==> config.mk <==
export PLATFORM = sky130hd
export DESIGN_NAME = vna_front
export DESIGN_NICKNAME = d
export VERILOG_FILES = /design/src/hw/rtl/vna_pkg.sv /design/src/hw/rtl/vna_front.sv
export SDC_FILE = /design/constraint.sdc
export NUM_CORES = 1
export LEC_CHECK = 0
export BUFFER_PORTS_ARGS = -buffer_cell sky130_fd_sc_hd__buf_2
export CAP_MARGIN = 0
export CORE_MARGIN = 2
export CORE_UTILIZATION = 50
export DETAILED_ROUTE_END_ITERATION = 8
export PLACE_DENSITY = 0.74
export SLEW_MARGIN = 10
export SYNTH_ARGS = -nofsm -noshare
export SYNTH_HDL_FRONTEND = slang
export SYNTH_SLANG_ARGS = --single-unit
==> constraint.sdc <==
create_clock -name i_clk -period 6.3 [get_ports i_clk]
set_input_delay 0 -clock i_clk [delete_from_list [all_inputs] [get_ports i_clk]]
set_output_delay 0 -clock i_clk [all_outputs]
set_load 0.01 [all_outputs]
==> src/hw/rtl/vna_pkg.sv <==
// ----------------------------------------------------------------------------
// vna_pkg
// Shared types and constants of the vertex normal averager.
// ----------------------------------------------------------------------------
`default_nettype none

package vna_pkg;

    localparam int IDX_W    = 10;
    localparam int VERTICES = 1 << IDX_W;
    localparam int POS_W    = 16;
    localparam int NRM_W    = 16;
    localparam int ACC_W    = 24;
    localparam int VEC_W    = 35;

    localparam logic signed [ACC_W:0] ACC_MAX = 25'sd8388607;
    localparam logic signed [ACC_W:0] ACC_MIN = -25'sd8388608;

    typedef enum logic [1:0] {
        OP_WRITE = 2'd0,
        OP_TRI   = 2'd1,
        OP_READ  = 2'd2,
        OP_CLEAR = 2'd3
    } t_op;

    typedef struct packed {
        t_op                     op;
        logic [IDX_W-1:0]        vertex_index;
        logic signed [POS_W-1:0] pos_x;
        logic signed [POS_W-1:0] pos_y;
        logic signed [POS_W-1:0] pos_z;
        logic [IDX_W-1:0]        corner_a;
        logic [IDX_W-1:0]        corner_b;
        logic [IDX_W-1:0]        corner_c;
    } t_item;

    typedef struct packed {
        logic [IDX_W-1:0]        read_index;
        logic signed [NRM_W-1:0] normal_x;
        logic signed [NRM_W-1:0] normal_y;
        logic signed [NRM_W-1:0] normal_z;
        logic                    status;
    } t_result;

    typedef struct packed {
        logic signed [VEC_W-1:0] x;
        logic signed [VEC_W-1:0] y;
        logic signed [VEC_W-1:0] z;
    } t_uvec;

    typedef struct packed {
        logic                    ok;
        logic signed [NRM_W-1:0] nx;
        logic signed [NRM_W-1:0] ny;
        logic signed [NRM_W-1:0] nz;
    } t_ures;

endpackage

`default_nettype wire

==> src/hw/rtl/vna_front.sv <==
// ----------------------------------------------------------------------------
// vna_front
// Two-entry item queue between the input port and the sequencer.
// ----------------------------------------------------------------------------
`default_nettype none

module vna_front (
    input  wire logic           i_clk,
    input  wire logic           i_rst_n,
    input  wire logic           i_push,
    input  vna_pkg::t_item      i_item,
    output logic                o_full,
    output logic                o_valid,
    output vna_pkg::t_item      o_item,
    input  wire logic           i_pop
);

    vna_pkg::t_item r_mem [2];
    logic           r_wp;
    logic           r_rp;
    logic [1:0]     r_cnt;

    assign o_full  = (r_cnt == 2'd2);
    assign o_valid = (r_cnt != 2'd0);
    assign o_item  = r_mem[r_rp];

    always_ff @(posedge i_clk) begin
        if (!i_rst_n) begin
            r_wp  <= 1'b0;
            r_rp  <= 1'b0;
            r_cnt <= 2'd0;
        end else begin
            if (i_push && !o_full) begin
                r_mem[r_wp] <= i_item;
                r_wp        <= ~r_wp;
            end
            if (i_pop && o_valid) begin
                r_rp <= ~r_rp;
            end
            r_cnt <= r_cnt + 2'((i_push && !o_full) ? 1 : 0)
                           - 2'((i_pop && o_valid) ? 1 : 0);
        end
    end

endmodule

`default_nettype wire

==> run_results.csv <==
group,metric,value,unit
run_status,run_status,"completed",
cells_and_area,final_net_count,691,
sta,tns,0,ns
setup_path,critical_path.max_fanout,56,
setup_path,path_class,"reg -> reg",
sta,final_count_of_pins_violating_max_slew,0,
sta,min_period_over_period,42.9,%
sta,tightest_slew,1.01,ns
global_route,grt_max_degree,57,
clock_tree,clkTransAtPathRegs,0.07,ns
sta,number_of_setup_violations_in_the_final_report,0,
setup_path,crit_path_max_incr_delay,0.79,ns
setup_path,crit_path_dat,2.75,ns
drt,detailedRoute.firstIterationViolations,213,
setup_path,worst_setup_path_start_kind,"register",
placement,dp_hpwl,7620,um
power_and_ir_drop,ir_drop,0.271,mV
global_route,grt_first_pass_wirelength,20600,um
logic_synthesis,synth_area_leader_cell,"sky130_fd_sc_hd__edfxtp_1",
global_route,total_grt_overflow,0,
setup_path,critical-path-slowest-cell,"sky130_fd_sc_hd__nor2_4",
drt,wl_per_cell,17.2,um
logic_synthesis,post_synth_instance_area,6790,um2
run,cap_viol_max_count,0,
drt,finalWirelength,13500,um
power_and_ir_drop,power_per_cell_area,348,nW/um2
cells_and_area,layout-drive-gt1-share,51.0,%
global_route,vias_in_the_first_global_route,4268,
logic_synthesis,synthesis.instances,306,
drt,ant_nets,0,
sta,hold_violation_total_from_the_final_report,0,
global_route,antenna_found_initial,0,
drt,detail_route.first_pass.iterations,4,
logic_synthesis,synth-seq-cells,185,
drt,remaining_drc_errors,0,
clock_tree,tritoncts_num_sinks,185,
setup_path,worst-endpoint-required,6.35,ns
setup_path,worstPathCellList,"nand2b_1 -> nand3_1 -> nor2_4 -> buf_4",
global_route,gr-usage-all-layers,19.1,%
floorplanning,rows,42,
clock_tree,hold_buffers,92,
clock_tree,insertion_delay,0.42,ns
logic_synthesis,yosys_warnings,0,
floorplanning,fp.dieArea,14500,um2
floorplanning,start_util,51.3,%
logic_synthesis,syn_avg_cell_area,22.2,um2
cells_and_area,nFillCells,861,
sta,period_minus_slack,2.70,ns
cells_and_area,antenna-diode-count,0,
hold_path,worst_hold_path_type,"in -> reg",
clock_tree,tritoncts,"built",
logic_synthesis,synth.top_cells.by_area,"sky130_fd_sc_hd__edfxtp_1 (80%), sky130_fd_sc_hd__mux2_2 (15%), sky130_fd_sc_hd__clkbuf_8 (1.8%)",
clock_tree,postCtsResizedCells,0,
placement,placement.io_buffers,185,
sta,setup_repair_after_global_routing_missed_its_margin,"false",
clock_tree,cts-htree-levels,4,
floorplanning,fp.dieH,121,um
drt,via_per_inst,4.91,
floorplanning,num_io_pins,186,
sta,timing.clock.skew,0.00962,ns
sta,maximum_clock_rate,370,MHz
floorplanning,core_area,13200,um2
cells_and_area,final_cell_mix,"sky130_fd_sc_hd__buf_2 (185), sky130_fd_sc_hd__edfxtp_1 (180), sky130_fd_sc_hd__dlygate4sd3_1 (92)",
logic_synthesis,synth.yosys.seq_area_share,81.0,%
clock_tree,max-clock-path-buffers,2,
clock_tree,root_buffer,"sky130_fd_sc_hd__clkbuf_16",
cells_and_area,area_growth_syn_to_layout,38.0,%
cells_and_area,mostFrequentLayoutCell,"sky130_fd_sc_hd__buf_2",
power_and_ir_drop,p_leak,3.50,nW
logic_synthesis,synthDominantCellAreaShare,79.6,%
placement,place.gp.congestion,0.667,
clock_tree,cts_buf_count,17,
logic_synthesis,synth_cell_type_count,18,
logic_synthesis,synthesis.nets,402,
drt,routed-via-count,3851,
sta,slew_headroom,32.2,%
floorplanning,die_x,121,um
clock_tree,postCtsSetupRepairBufs,0,
sta,hold_slack,0.0782,ns
setup_path,worst_setup_path_end_kind,"register",
cell type report:
class | count | area, um2 | share of cell area (%)
clock buffer | 20 | 437 | 4.66
sequential | 185 | 5510 | 58.8
inverter | 3 | 11.3 | 0.120
multi-input combinational | 108 | 1150 | 12.3
clock inverter | 12 | 175 | 1.87
timing repair buffer | 280 | 1870 | 19.9
tap | 176 | 220 | 2.35
registers in the layout, summed over array words and instances (netlist names), named ones only:
register and count:
r_cnt 2, r_mem 180, r_rp 1, r_wp 1
worst paths after layout:
check	cells after the start	from	to	slack, ns
max	4	r_cnt[0]	r_mem[0][67]	3.60
max reg2reg	4	r_cnt[0]	r_mem[0][67]	3.60
min	4	i_pop	register	0.08
min reg2reg	2	r_wp	r_wp	0.55
synth_stat cells (all sizes together):
| library cell | number |
|---|---|
| clkbuf | 9 |
| inv | 3 |
| nor2b | 2 |
| ha | 2 |
| and3 | 1 |
| mux2 | 90 |
| nand2 | 1 |
| buf | 1 |
| nand2b | 1 |
| xnor2 | 3 |
| edfxtp | 180 |
| dfxtp | 5 |
| nand3 | 1 |
| nor2 | 1 |
| and2 | 3 |
| o21a | 1 |
| o22ai | 1 |
| or2 | 1 |
critical path: cells and delay by family, from the launching register on:
family        cells  cell delay [ns]
flops             1             0.39
buf+inv           1             0.74
simple gates      3             1.11
cell families after synthesis:
group                    Yosys count  synth area share [%]
flip-flops                       185                  81.0
multiplexers                      90                  14.9
buffers and inverters             13                  2.16
AND/OR/NAND/NOR                   11                 0.921
XOR/XNOR                           3                 0.387
AO/OA/AOI/OAI                      2                 0.203
adder cells (fa/ha/maj)            2                 0.368
routing by layer:
layer,vias to the layer above,track usage [%],part of all wire [%]
li1,1788,-,-
met1,1896,19.8,36
met2,141,35.3,55
met3,26,5.85,5.8
met4,0,8.43,2.4
met5,-,0,0
power by group:
part | internal, mW | leakage, nW | switching (mW) | total, mW
clock | 0.662 | 0.280 | 0.422 | 1.08
sequential | 1.46 | 1.69 | 0.0605 | 1.52
combinational | 0.339 | 1.53 | 0.318 | 0.657
total | 2.46 | 3.50 | 0.800 | 3.26
through the flow:
stage               std cells  utilization, %  power, mW  setup WS, ns  area [um2]
finish                    784            70.8       3.26          3.60        9380
global placement          660            59.2       2.13          3.71        7840
global route              784            70.8       3.39          3.37        9380
CTS                       784            70.8       3.29          3.59        9380
detailed placement        660            59.2       2.15          3.62        7840
floorplan                 306               -       1.96          1.44        6790
Note: power is estimated with default switching activity, not from simulation.
