==> config.mk <==
export PLATFORM = sky130hd
export DESIGN_NAME = vna_rslt
export DESIGN_NICKNAME = d
export VERILOG_FILES = /design/src/hw/rtl/vna_pkg.sv /design/src/hw/rtl/vna_rslt.sv
export SDC_FILE = /design/constraint.sdc
export NUM_CORES = 1
export LEC_CHECK = 0
export BUFFER_PORTS_ARGS = -buffer_cell sky130_fd_sc_hd__buf_4
export CAP_MARGIN = 20
export CORE_MARGIN = 8
export CORE_UTILIZATION = 35
export CTS_CLUSTER_SIZE = 30
export DETAILED_ROUTE_END_ITERATION = 12
export MAX_ROUTING_LAYER = met4
export PLACE_DENSITY = 0.57
export SETUP_SLACK_MARGIN = 0.4
export SKIP_CTS_REPAIR_TIMING = 1
export SYNTH_ARGS = -nofsm -noshare
export SYNTH_HDL_FRONTEND = slang
export SYNTH_SLANG_ARGS = --single-unit
export TNS_END_PERCENT = 1
==> constraint.sdc <==
create_clock -name i_clk -period 6.06 [get_ports i_clk]
set_input_delay 0.909 -clock i_clk [delete_from_list [all_inputs] [get_ports i_clk]]
set_output_delay 0.909 -clock i_clk [all_outputs]
set_load 0.01 [all_outputs]
==> src/hw/rtl/vna_pkg.sv <==
// ----------------------------------------------------------------------------
// vna_pkg
// Shared types and constants of the vertex normal averager.
// ----------------------------------------------------------------------------
`default_nettype none

package vna_pkg;

    localparam int IDX_W    = 10;
    localparam int VERTICES = 1 << IDX_W;
    localparam int POS_W    = 16;
    localparam int NRM_W    = 16;
    localparam int ACC_W    = 24;
    localparam int VEC_W    = 35;

    localparam logic signed [ACC_W:0] ACC_MAX = 25'sd8388607;
    localparam logic signed [ACC_W:0] ACC_MIN = -25'sd8388608;

    typedef enum logic [1:0] {
        OP_WRITE = 2'd0,
        OP_TRI   = 2'd1,
        OP_READ  = 2'd2,
        OP_CLEAR = 2'd3
    } t_op;

    typedef struct packed {
        t_op                     op;
        logic [IDX_W-1:0]        vertex_index;
        logic signed [POS_W-1:0] pos_x;
        logic signed [POS_W-1:0] pos_y;
        logic signed [POS_W-1:0] pos_z;
        logic [IDX_W-1:0]        corner_a;
        logic [IDX_W-1:0]        corner_b;
        logic [IDX_W-1:0]        corner_c;
    } t_item;

    typedef struct packed {
        logic [IDX_W-1:0]        read_index;
        logic signed [NRM_W-1:0] normal_x;
        logic signed [NRM_W-1:0] normal_y;
        logic signed [NRM_W-1:0] normal_z;
        logic                    status;
    } t_result;

    typedef struct packed {
        logic signed [VEC_W-1:0] x;
        logic signed [VEC_W-1:0] y;
        logic signed [VEC_W-1:0] z;
    } t_uvec;

    typedef struct packed {
        logic                    ok;
        logic signed [NRM_W-1:0] nx;
        logic signed [NRM_W-1:0] ny;
        logic signed [NRM_W-1:0] nz;
    } t_ures;

endpackage

`default_nettype wire

==> src/hw/rtl/vna_rslt.sv <==
// ----------------------------------------------------------------------------
// vna_rslt
// Two-entry result queue in front of the output port.
// ----------------------------------------------------------------------------
`default_nettype none

module vna_rslt (
    input  wire logic           i_clk,
    input  wire logic           i_rst_n,
    input  wire logic           i_push,
    input  vna_pkg::t_result    i_rslt,
    output logic                o_full,
    output logic                o_empty,
    output vna_pkg::t_result    o_rslt,
    input  wire logic           i_pop
);

    vna_pkg::t_result r_mem [2];
    logic             r_wp;
    logic             r_rp;
    logic [1:0]       r_cnt;

    assign o_full  = (r_cnt == 2'd2);
    assign o_empty = (r_cnt == 2'd0);
    assign o_rslt  = r_mem[r_rp];

    always_ff @(posedge i_clk) begin
        if (!i_rst_n) begin
            r_wp  <= 1'b0;
            r_rp  <= 1'b0;
            r_cnt <= 2'd0;
        end else begin
            if (i_push && !o_full) begin
                r_mem[r_wp] <= i_rslt;
                r_wp        <= ~r_wp;
            end
            if (i_pop && !o_empty) begin
                r_rp <= ~r_rp;
            end
            r_cnt <= r_cnt + 2'((i_push && !o_full) ? 1 : 0)
                           - 2'((i_pop && !o_empty) ? 1 : 0);
        end
    end

endmodule

`default_nettype wire

==> results of run 1 <==
-- routing by layer --
metal | vias up | track usage (%) | part of all wire (%)
met1 | 1133 | 11.6 | 40
li1 | 1098 | - | -
met5 | - | - | 0
met4 | 0 | 6.76 | 2.0
met2 | 86 | 18.8 | 51
met3 | 14 | 4.45 | 6.5
-- kinds of logic (layout without fill, tap and decap cells) --
kind of cell               after synthesis  count (layout)  synth area share (%)
DFF                                    123             123                  80.3
muxes                                   59              59                  15.5
and+or+nand+nor                         11              11                  1.32
buffers and inverters                   10             160                  1.52
xor gates and xnor gates                 3               3                 0.579
adders and majority gates                2               2                 0.551
AOI/OAI and AO/OA                        2               2                 0.303
-- cell usage after synthesis (all sizes together) --
cell and n:
nand2 1, dfxtp 5, o21a 1, ha 2
o22ai 1, nand2b 1, and3 1, nor2b 2
buf 7, xnor2 3, and2 3, edfxtp 118
nor2 2, mux2 59, inv 3, nand3 1
-- power groups by stage --
stage	clock network [uW]	logic (uW)	registers, uW
detailed placement	0	494	1110
global placement	0	490	1110
finish	1000	481	1090
global route	1070	520	1100
floorplan	0	317	1050
CTS	1030	496	1090
-- area by class of cell --
type / instances / area, um2
Clock inverter: 11 / 150
Timing Repair Buffer: 125 / 938
Tap cell: 172 / 215
Multi-Input combinational cell: 77 / 836
Inverter: 3 / 11.3
Sequential cell: 123 / 3650
Clock buffer: 21 / 440
Fill cell: 1099 / 6380
-- per-stage QoR --
step | worst slack, ns | hold slack (ns)
floorplan | 2.11 | 0.468
global placement | 3.32 | 0.513
detailed placement | 3.26 | 0.532
CTS | 3.12 | 0.536
global route | 3.09 | 0.546
finish | 3.21 | 0.534
-- final timing paths --
check	slack [ns]	to	startpoint	cells after the start
worst min-delay path	0.53	register	r_rp	2
worst max register to register	3.77	r_mem[1][46]	r_cnt[0]	4
worst max-delay path	3.21	o_rslt[15]	register	2
worst min register to register	0.53	register	r_rp	2
-- cells in the final DEF (no fill, tap or decap), types with 2 or more instances in the layout --
master	netlist	final
buf_4	0	125
edfxtp_1	118	118
mux2_2	49	49
clkbuf_16	0	17
mux2_4	10	10
clkbuf_1	0	4
clkinv_1	0	4
bufinv_16	0	4
dfxtp_1	5	4
inv_1	3	3
and2_1	3	3
xnor2_1	3	3
clkinv_2	0	3
nor2b_1	2	2
ha_1	2	2
-- tightest hold or removal path, cell delays in order, from the launching register on --
cell,delay [ns]
dfxtp_1,0.32
xnor2_1,0.08
nor2b_1,0.10
-- flip-flops by register name, summed over array words and instances, names as in the netlist, named ones only --
name and count:
r_cnt 2, r_rp 1, r_mem 118, r_wp 1
==> results.cfg, run 1 <==
[sta]
timing.final.crit_share_pct = 47.0
setup-tns-final_ns = 0
fin_crit_ns = 2.85
maxSlewHeadroom_pct = 41.8
tightestPinTransition_ns = 0.874
setup_viol_count_final = 0
hold_viol = 0
rsz0062_at_grt = false
max_freq_mhz = 351
fin_skew_ns = 0.00381
maxSlewViolCount = 0

[floorplan]
io_pins = 124
die_w_um = 130
dieArea_mm2 = 0.0169
rows = 41
die_h_um = 130
core_mm2 = 0.0126
initial_core_util_pct = 36.0

[placement]
hpwl_um = 5800
placedCellCount = 500
place_area_mm2 = 0.00565
gp_congestion = 0.645
io_buffers = 123

[global_route]
grt_pass1_vias = 2667
gr-total-overflow = 0
antenna_found_initial = 0
globalRouteTotalUtil_pct = 11.5
grt_pass1_wl_um = 13700
grt_max_degree = 60

[power]
seq_power_share_pct = 42.3
clkPwrFrac_pct = 39.0
p_comb_share_pct = 18.7
power.total_uw = 2570
netSwitchingPower_uw = 589
ir_drop_uv = 197
cellPowerDensity_mw_per_mm2 = 412
switching_share_pct = 22.9
p_int_uw = 1980
p_leak_uw = 0.00233

[yosys]
yosys_register_bits = 123
postSynthCellCount = 210
syn-cell-area_mm2 = 0.00454
synth_area_leaders = edfxtp_1, mux2_2, mux2_4, dfxtp_1, xnor2_1
synth_fp_nets = 275
synth_top_area_share_pct = 78.1
ys_types = 19
synth_largest_area_cell = edfxtp_1
synth_warnings = 0
syn_avg_cell_area_um2 = 21.6
ys_seq_area_share_pct = 80.3

[detailed_routing]
vias = 2331
vias_per_cell = 4.38
drt-initial-drc-count = 81
wl_per_cell_um = 16.9
final_antenna_net_count = 0
drt-pass1-iter-count = 4
drc = 0
routed_wl_um = 8970

[clock_tree]
cts-htree-levels = 4
cts_tree = done
numCtsBuffers = 17
path_clk_slew_ns = 0.05
cts_root_buffer = clkbuf_16
ctsLongestPathBuffers = 2
cts_sinks = 123
clkLatencyLatePin_ns = 0.40

[worst_setup_path]
cp_top_family = flip-flops
path_buf_inv = 1
slowest_delay_ns = 0.92
critical_path_class = reg2out
crit_arrival_ns = 1.94
crit_path_max_fanout = 59
cp-end-kind = output pin
crit_slowest_cell = dfxtp_4
critPathRequiredTime_ns = 5.15
cp-start-kind = register
path_cells = mux2_2 -> buf_4

[finish]
stdcell_area_mm2 = 0.00624
drive_above_1_share_pct = 58.6
final_util_pct = 49.4
diodes = 0
instances_no_fill = 532
final_nets = 412
syn_to_final_growth_pct = 37.4

[run_status]
outcome = complete, no violations

[min_path]
hp-class = reg2reg

[run]
maxCapViolCount = 0
Power figures use the tool's default switching activity.
==> inputs of run 2 (changes only) <==
clock period = 2.7 ns   (was 6.06 ns; I/O delays follow)
==> results.cfg, run 2 (synthesized netlist as in run 1, its figures left out) <==
[placement]
io_buffers = 123
hpwl_um = 5990
gp_congestion = 0.683
place_area_mm2 = 0.00568

[detailed_routing]
final_antenna_net_count = 0
drt-pass1-iter-count = 4
routed_wl_um = 8980
wl_per_cell_um = 16.8
vias = 2375
vias_per_cell = 4.44
drt-initial-drc-count = 95
drc = 0

[clock_tree]
cts_root_buffer = clkbuf_16
cts-htree-levels = 4
ctsLongestPathBuffers = 2
cts_sinks = 123
cts_tree = done
clkLatencyLatePin_ns = 0.40
path_clk_slew_ns = 0.05
numCtsBuffers = 17

[finish]
layout_commonest_cell = buf_4
diodes = 0
final_nets = 415
mostFrequentLayoutCells = buf_4, edfxtp_1, mux2_2
largest_reg_flops = 118
syn_to_final_growth_pct = 38.4
drive_above_1_share_pct = 60.1
stdcell_area_mm2 = 0.00628
top_regs = r_mem (118), r_cnt (2)
top_register = r_mem
fillers = 1100
final_util_pct = 49.8

[worst_setup_path]
critical_path_class = reg2out
crit_path_max_fanout = 59
crit_arrival_ns = 1.65
cp-end-kind = output pin
cp-start-kind = register
critPathRequiredTime_ns = 2.30

[sta]
max_freq_mhz = 487
fin_skew_ns = 0.00830
maxSlewHeadroom_pct = 66.9
hold_viol = 0
setup-tns-final_ns = 0
setup_viol_count_final = 0
fin_crit_ns = 2.05
holdWs_ns = 0.187
tightestPinTransition_ns = 0.497
maxSlewViolCount = 0
rsz0062_at_grt = false
timing.final.crit_share_pct = 76.1

[floorplan]
core_mm2 = 0.0126
die_w_um = 130
io_pins = 124
rows = 41
initial_core_util_pct = 36.0
die_h_um = 130
dieArea_mm2 = 0.0169

[min_path]
hp-class = in2reg

[global_route]
globalRouteTotalUtil_pct = 11.4
grt_pass1_vias = 2668
grt_pass1_wl_um = 13700
gr-total-overflow = 0
antenna_found_initial = 0
grt_max_degree = 60

[run]
maxCapViolCount = 0

[power]
p_leak_uw = 0.00237
ir_drop_uv = 369
cellPowerDensity_mw_per_mm2 = 916

[run_status]
outcome = complete, no violations
==> run 2: final cells by class <==
| class | instances | area (um2) | share of cell area [%] |
|---|---|---|---|
| Clock buffer | 28 | 582 | 9.26 |
| Clock inverter | 4 | 20.0 | 0.319 |
| Inverter | 3 | 11.3 | 0.179 |
| Multi-Input combinational cell | 77 | 836 | 13.3 |
| Sequential cell | 123 | 3640 | 58.0 |
| Tap cell | 172 | 215 | 3.43 |
| Timing Repair Buffer | 128 | 973 | 15.5 |
==> run 2: per-stage QoR <==
stage	setup slack (ns)	power, uW	instances
final	0.647	5750	535
after global routing	0.583	6010	535
after CTS	0.620	5860	535
after detailed placement	0.924	3620	503
after global placement	1.03	3610	503
after floorplan	0.192	3060	210
==> run 2: worst paths after layout <==
path | from | to | slack, ns | cells past startpoint
worst min-delay path | i_rslt[20] | r_mem[0][20] | 0.19 | 1
worst max-delay path | register | o_rslt[12] | 0.65 | 3
worst min register to register | r_wp | r_wp | 0.56 | 2
worst max register to register | r_cnt[0] | r_cnt[1] | 0.94 | 9
==> run 2: where the power goes <==
part | internal (uW) | leakage [uW] | switching [uW] | total [uW]
sequential | 2270 | 0.00112 | 48.0 | 2320
combinational | 665 | 0.000941 | 552 | 1220
clock | 1460 | 0.000301 | 750 | 2210
total | 4400 | 0.00237 | 1350 | 5750
==> run 2: metal layers <==
layer	up-vias	wire length [um]	track usage, %
met5	-	0	-
met4	0	129	5.33
met3	12	697	5.39
met2	84	4370	17.7
met1	1177	3790	12.1
li1	1102	-	-
==> run 2: worst max-delay path, stage by stage (launching register included) <==
cell	delay [ns]
dfxtp_2	0.34
buf_12	0.32
mux2_2	0.40
buf_4	0.15
