## config.mk

```make
export PLATFORM = sky130hd
export DESIGN_NAME = vna_unit
export DESIGN_NICKNAME = d
export VERILOG_FILES = /design/src/hw/rtl/vna_pkg.sv /design/src/hw/rtl/vna_unit.sv
export SDC_FILE = /design/constraint.sdc
export NUM_CORES = 2
export LEC_CHECK = 0
export BUFFER_PORTS_ARGS = -buffer_cell sky130_fd_sc_hd__clkbuf_2
export CAP_MARGIN = 20
export CORE_MARGIN = 2
export CORE_UTILIZATION = 35
export DETAILED_ROUTE_END_ITERATION = 8
export SLEW_MARGIN = 15
export SYNTH_ARGS = -nofsm -noshare
export SYNTH_HDL_FRONTEND = slang
export SYNTH_SLANG_ARGS = --single-unit
```

## constraint.sdc

```tcl
create_clock -name i_clk -period 11.2 [get_ports i_clk]
set_input_delay 1.68 -clock i_clk [delete_from_list [all_inputs] [get_ports i_clk]]
set_output_delay 1.68 -clock i_clk [all_outputs]
set_load 0.01 [all_outputs]
```

## src/hw/rtl/vna_pkg.sv

```systemverilog
// ----------------------------------------------------------------------------
// vna_pkg
// Shared types and constants of the vertex normal averager.
// ----------------------------------------------------------------------------
`default_nettype none

package vna_pkg;

    localparam int IDX_W    = 10;
    localparam int VERTICES = 1 << IDX_W;
    localparam int POS_W    = 16;
    localparam int NRM_W    = 16;
    localparam int ACC_W    = 24;
    localparam int VEC_W    = 35;

    localparam logic signed [ACC_W:0] ACC_MAX = 25'sd8388607;
    localparam logic signed [ACC_W:0] ACC_MIN = -25'sd8388608;

    typedef enum logic [1:0] {
        OP_WRITE = 2'd0,
        OP_TRI   = 2'd1,
        OP_READ  = 2'd2,
        OP_CLEAR = 2'd3
    } t_op;

    typedef struct packed {
        t_op                     op;
        logic [IDX_W-1:0]        vertex_index;
        logic signed [POS_W-1:0] pos_x;
        logic signed [POS_W-1:0] pos_y;
        logic signed [POS_W-1:0] pos_z;
        logic [IDX_W-1:0]        corner_a;
        logic [IDX_W-1:0]        corner_b;
        logic [IDX_W-1:0]        corner_c;
    } t_item;

    typedef struct packed {
        logic [IDX_W-1:0]        read_index;
        logic signed [NRM_W-1:0] normal_x;
        logic signed [NRM_W-1:0] normal_y;
        logic signed [NRM_W-1:0] normal_z;
        logic                    status;
    } t_result;

    typedef struct packed {
        logic signed [VEC_W-1:0] x;
        logic signed [VEC_W-1:0] y;
        logic signed [VEC_W-1:0] z;
    } t_uvec;

    typedef struct packed {
        logic                    ok;
        logic signed [NRM_W-1:0] nx;
        logic signed [NRM_W-1:0] ny;
        logic signed [NRM_W-1:0] nz;
    } t_ures;

endpackage

`default_nettype wire

```

## src/hw/rtl/vna_unit.sv

```systemverilog
// ----------------------------------------------------------------------------
// vna_unit
// Iterative unit-length scaler: pre-shift, sum of squares, bit-serial
// square root and restoring division, result in Q1.14.
// ----------------------------------------------------------------------------
`default_nettype none

module vna_unit (
    input  wire logic       i_clk,
    input  wire logic       i_rst_n,
    input  wire logic       i_start,
    input  vna_pkg::t_uvec  i_vec,
    output logic            o_done,
    output vna_pkg::t_ures  o_res
);

    typedef enum logic [3:0] {
        U_IDLE, U_SHIFT, U_SQ, U_CHK, U_SQRT, U_DSET, U_DIV, U_STORE, U_DONE
    } t_ustate;

    t_ustate                          r_state;
    logic [vna_pkg::VEC_W-1:0]        r_m [3];
    logic [2:0]                       r_neg;
    logic [3:0]                       r_cnt;
    logic [1:0]                       r_comp;
    logic [61:0]                      r_prod;
    logic [63:0]                      r_sum;
    logic [63:0]                      r_v;
    logic [63:0]                      r_r;
    logic [63:0]                      r_bit;
    logic [45:0]                      r_num;
    logic [14:0]                      r_q;
    logic                             r_done;
    vna_pkg::t_ures                   r_res;

    logic [vna_pkg::VEC_W-1:0]        w_msq;
    logic [vna_pkg::VEC_W-1:0]        w_mdv;
    logic [63:0]                      w_trial;
    logic [45:0]                      w_dsh;
    logic signed [vna_pkg::NRM_W-1:0] w_nq;
    logic                             w_big;

    assign o_done = r_done;
    assign o_res  = r_res;

    always_comb begin
        case (r_cnt[1:0])
            2'd0:    w_msq = r_m[0];
            2'd1:    w_msq = r_m[1];
            default: w_msq = r_m[2];
        endcase
        case (r_comp)
            2'd0:    w_mdv = r_m[0];
            2'd1:    w_mdv = r_m[1];
            default: w_mdv = r_m[2];
        endcase
        w_trial = r_r + r_bit;
        w_dsh   = 46'(r_r[31:0]) << r_cnt;
        w_nq    = r_neg[r_comp] ? -16'(r_q) : 16'(r_q);
        w_big   = (r_m[0][34:31] != 4'd0) || (r_m[1][34:31] != 4'd0)
               || (r_m[2][34:31] != 4'd0);
    end

    always_ff @(posedge i_clk) begin
        if (!i_rst_n) begin
            r_state <= U_IDLE;
            r_done  <= 1'b0;
        end else begin
            r_done <= 1'b0;
            case (r_state)
                U_IDLE: begin
                    if (i_start) begin
                        r_m[0]  <= i_vec.x[34] ? 35'(-i_vec.x) : 35'(i_vec.x);
                        r_m[1]  <= i_vec.y[34] ? 35'(-i_vec.y) : 35'(i_vec.y);
                        r_m[2]  <= i_vec.z[34] ? 35'(-i_vec.z) : 35'(i_vec.z);
                        r_neg   <= {i_vec.z[34], i_vec.y[34], i_vec.x[34]};
                        r_state <= U_SHIFT;
                    end
                end
                U_SHIFT: begin
                    if (w_big) begin
                        r_m[0] <= r_m[0] >> 1;
                        r_m[1] <= r_m[1] >> 1;
                        r_m[2] <= r_m[2] >> 1;
                    end else begin
                        r_cnt   <= 4'd0;
                        r_sum   <= 64'd0;
                        r_state <= U_SQ;
                    end
                end
                U_SQ: begin
                    if (r_cnt != 4'd0) begin
                        r_sum <= r_sum + 64'(r_prod);
                    end
                    if (r_cnt != 4'd3) begin
                        r_prod <= w_msq[30:0] * w_msq[30:0];
                        r_cnt  <= r_cnt + 4'd1;
                    end else begin
                        r_state <= U_CHK;
                    end
                end
                U_CHK: begin
                    if (r_sum == 64'd0) begin
                        r_res   <= '0;
                        r_state <= U_DONE;
                    end else begin
                        r_v     <= r_sum;
                        r_r     <= 64'd0;
                        r_bit   <= 64'd1 << 62;
                        r_state <= U_SQRT;
                    end
                end
                U_SQRT: begin
                    if (r_v >= w_trial) begin
                        r_v <= r_v - w_trial;
                        r_r <= (r_r >> 1) + r_bit;
                    end else begin
                        r_r <= r_r >> 1;
                    end
                    r_bit <= r_bit >> 2;
                    if (r_bit == 64'd1) begin
                        r_comp  <= 2'd0;
                        r_state <= U_DSET;
                    end
                end
                U_DSET: begin
                    r_num   <= 46'({w_mdv[30:0], 14'd0}) + 46'(r_r[31:1]);
                    r_q     <= 15'd0;
                    r_cnt   <= 4'd14;
                    r_state <= U_DIV;
                end
                U_DIV: begin
                    if (r_num >= w_dsh) begin
                        r_num        <= r_num - w_dsh;
                        r_q[r_cnt]   <= 1'b1;
                    end
                    if (r_cnt == 4'd0) begin
                        r_state <= U_STORE;
                    end else begin
                        r_cnt <= r_cnt - 4'd1;
                    end
                end
                U_STORE: begin
                    case (r_comp)
                        2'd0:    r_res.nx <= w_nq;
                        2'd1:    r_res.ny <= w_nq;
                        default: r_res.nz <= w_nq;
                    endcase
                    if (r_comp == 2'd2) begin
                        r_res.ok <= 1'b1;
                        r_state  <= U_DONE;
                    end else begin
                        r_comp  <= r_comp + 2'd1;
                        r_state <= U_DSET;
                    end
                end
                U_DONE: begin
                    r_done  <= 1'b1;
                    r_state <= U_IDLE;
                end
                default: r_state <= U_IDLE;
            endcase
        end
    end

endmodule

`default_nettype wire

```

==> metrics.txt <==
post-synthesis cell count 7468; WL final 208 mm; Core ar. 190000 sq um; number of synthesized flops with an enable pin 509; CTS resizes 0; Clock Tree Buf Depth 3; Cell Area, Placed 70600 sq um; fmax 0.0992 GHz; routability congestion estimate from global placement 0.928; FF/Latch Area 15400 sq um; die width 442 microns; Area contributors post-synth edfxtp_1 23%, fa_1 22%, ha_1 9.8%; I/O Buffers 157; worst hold slack 542 ps; synth unique cells 89; Syn Area/Cell 8.99 sq um; mapped cell area 67100 sq um; initial antenna violation count 1; Yosys top cell area share 22.8%; Seq/Total Area, Yosys 22.9%; vias in the first global route 54758; CP max-delay cell edfxtp_1; top_reg_cell synth edfxtp_1; CTS buffer count 66; largest net degree at the start of global routing 107; Iter 0 DRT Violations 5153; worst endpoint required time 11590 ps; final setup vio count 0; share of layout cells above drive strength 1 6.36%; post-DP HPWL 165 mm; root buffer cell clkbuf_16; CTS H-tree lvls 3; Crit path max-delay family adder cells; clock latency on the worst-skew pair 670 ps; CP Max Fanout 19; final slew viol count 0; Mapped Nets 8853; Slowest Stage Delay on Critical Path 850 ps; Area Overhead vs Synth 8.52%; final hold vios 0; status finished, final reports clean; via count 54466; post-synth top area cell edfxtp_1; fill count 19127; design area 72800 sq um; # hold bufs at CTS 0; Chip Height 442 microns; Clock Skew 27.7 ps; Critical Path Most Common Cell fa_1; Pre-Repair DR Iteration Count 5; RSZ-0062 raised after global routing false; Global Route Usage Sum 20.9%; post-route insts no fill 10012; setup total negative slack 0 ps; async set-reset flop share out of synthesis 0%; number of I/O pins 158; critical path class reg2reg; Synth Warn # 0; # rows 160; final net count 8834; worst min-delay path class reg2reg; Startpoint Class register; Synth Register Bits 514; CTS clk-pin slew, worst paths 80 ps; Initial Util 35.3%; endpoint type of the worst setup path register; DRC 0; Multi-input gate area 46700 sq um; DP Cell Count 9890; Max Cap Viol 0; CTS tree built; Rel. slew slack 24.8%; Least-Margin Pin Slew 1130 ps; crit path DAT 10470 ps; gr ovfl total 0; crit share post-route 90.0%; first-pass GRT wire length 322 mm; Buf/Inv on CP 7; clk sink count 514; Total Die Area 195000 sq um; routed vias/inst 5.44; WL/cell 20.7 microns; post-route ant nets 0; Final min period 10080 ps; post-CTS setup buffer count 0
==> cell type report <==
class | count | area share (%)
diodes | 2 | 0.00687
clock buffers | 78 | 2.33
clock inverters | 40 | 0.641
inverters | 1037 | 5.35
multi-input cells | 5570 | 64.1
flip-flops and latches | 514 | 21.1
well taps | 2511 | 4.31
repair buffers | 260 | 2.19
==> state kept, by name (all words and copies together) (netlist names) <==
| register | flops |
|---|---|
| o_done | 1 |
| o_res | 49 |
| r_bit | 32 |
| r_cnt | 4 |
| r_comp | 2 |
| r_m | 105 |
| r_neg | 3 |
| r_num | 46 |
| r_prod | 61 |
| r_q | 15 |
| r_r | 64 |
| r_state | 4 |
| r_sum | 64 |
| r_v | 64 |
==> Yosys cell counts, drive strengths merged (25+ instances only) <==
library cell  number
inv             1027
nand2            893
fa               752
nor2             592
ha               525
edfxtp           509
o21ai            465
a21oi            386
clkbuf           319
xor2             270
xnor2            213
a21o             175
nand4            112
a31oi             97
and3              86
nand3             86
o21bai            70
mux2i             67
nor3              67
nor2b             59
o31ai             57
o21a              56
nor4              52
a211oi            40
nand2b            36
or3               32
and2              31
a22oi             30
buf               28
or2               25
==> per-layer routing <==
metal  global-route usage [%]  routed length (microns)
met3                     3.20                    14900
met5                        0                       13
met2                     33.3                    95200
met4                     6.07                     5980
met1                     29.3                    91500
==> worst paths after layout <==
check                           depth (start not counted)  slack (ps)                  start                    end
worst max-delay path                                   28        1120     r_cnt[1]$_DFFE_PP_   r_prod[58]$_DFFE_PP_
worst max register to register                         28        1120     r_cnt[1]$_DFFE_PP_   r_prod[58]$_DFFE_PP_
worst min-delay path                                    2         540  r_m[0][102]$_DFFE_PP_  r_m[0][101]$_DFFE_PP_
worst min register to register                          2         540  r_m[0][102]$_DFFE_PP_  r_m[0][101]$_DFFE_PP_
==> placed cells by master, fill, tap and decap left out, types with 100 or more instances in the layout <==
| master | Yosys | routed |
|---|---|---|
| clkbuf_2 | 0 | 157 |
| nand2_1 | 893 | 891 |
| buf_4 | 0 | 100 |
| xor2_1 | 270 | 270 |
| o21ai_1 | 130 | 127 |
| o21ai_0 | 335 | 326 |
| ha_1 | 525 | 525 |
| a21oi_1 | 386 | 383 |
| inv_1 | 1026 | 1025 |
| edfxtp_1 | 509 | 509 |
| nand4_1 | 112 | 112 |
| fa_1 | 752 | 752 |
| nor2_1 | 591 | 589 |
| xnor2_1 | 213 | 213 |
| a21o_1 | 175 | 175 |
==> kinds of logic (layout without fill, tap and decap cells) <==
family | count (synthesis) | after routing | share of synthesized area [%]
AND/OR/NAND/NOR | 2139 | 2139 | 14.4
AO/OA/AOI/OAI | 1572 | 1572 | 14.6
other | 0 | 2 | 0
flip-flops | 514 | 514 | 22.9
multiplexers | 99 | 99 | 1.87
XOR/XNOR | 483 | 483 | 6.30
buffers and inverters | 1384 | 1415 | 7.77
adder cells (fa/ha/maj) | 1277 | 1277 | 32.2
==> worst min-delay path, stage by stage, from the launching register on <==
cell	delay [ps]
edfxtp_1	340
nand2_1	50
o21ai_1	70
==> per-stage QoR <==
stage	utilization, %	setup slack [ps]
floorplan	-	2080
global placement	37.1	1410
detailed placement	37.1	1260
CTS	38.2	1200
global route	38.3	664
finish	38.3	1120
Power is not shown: default switching activity piles up to over one toggle a cycle in this logic, so the estimate is an artifact.
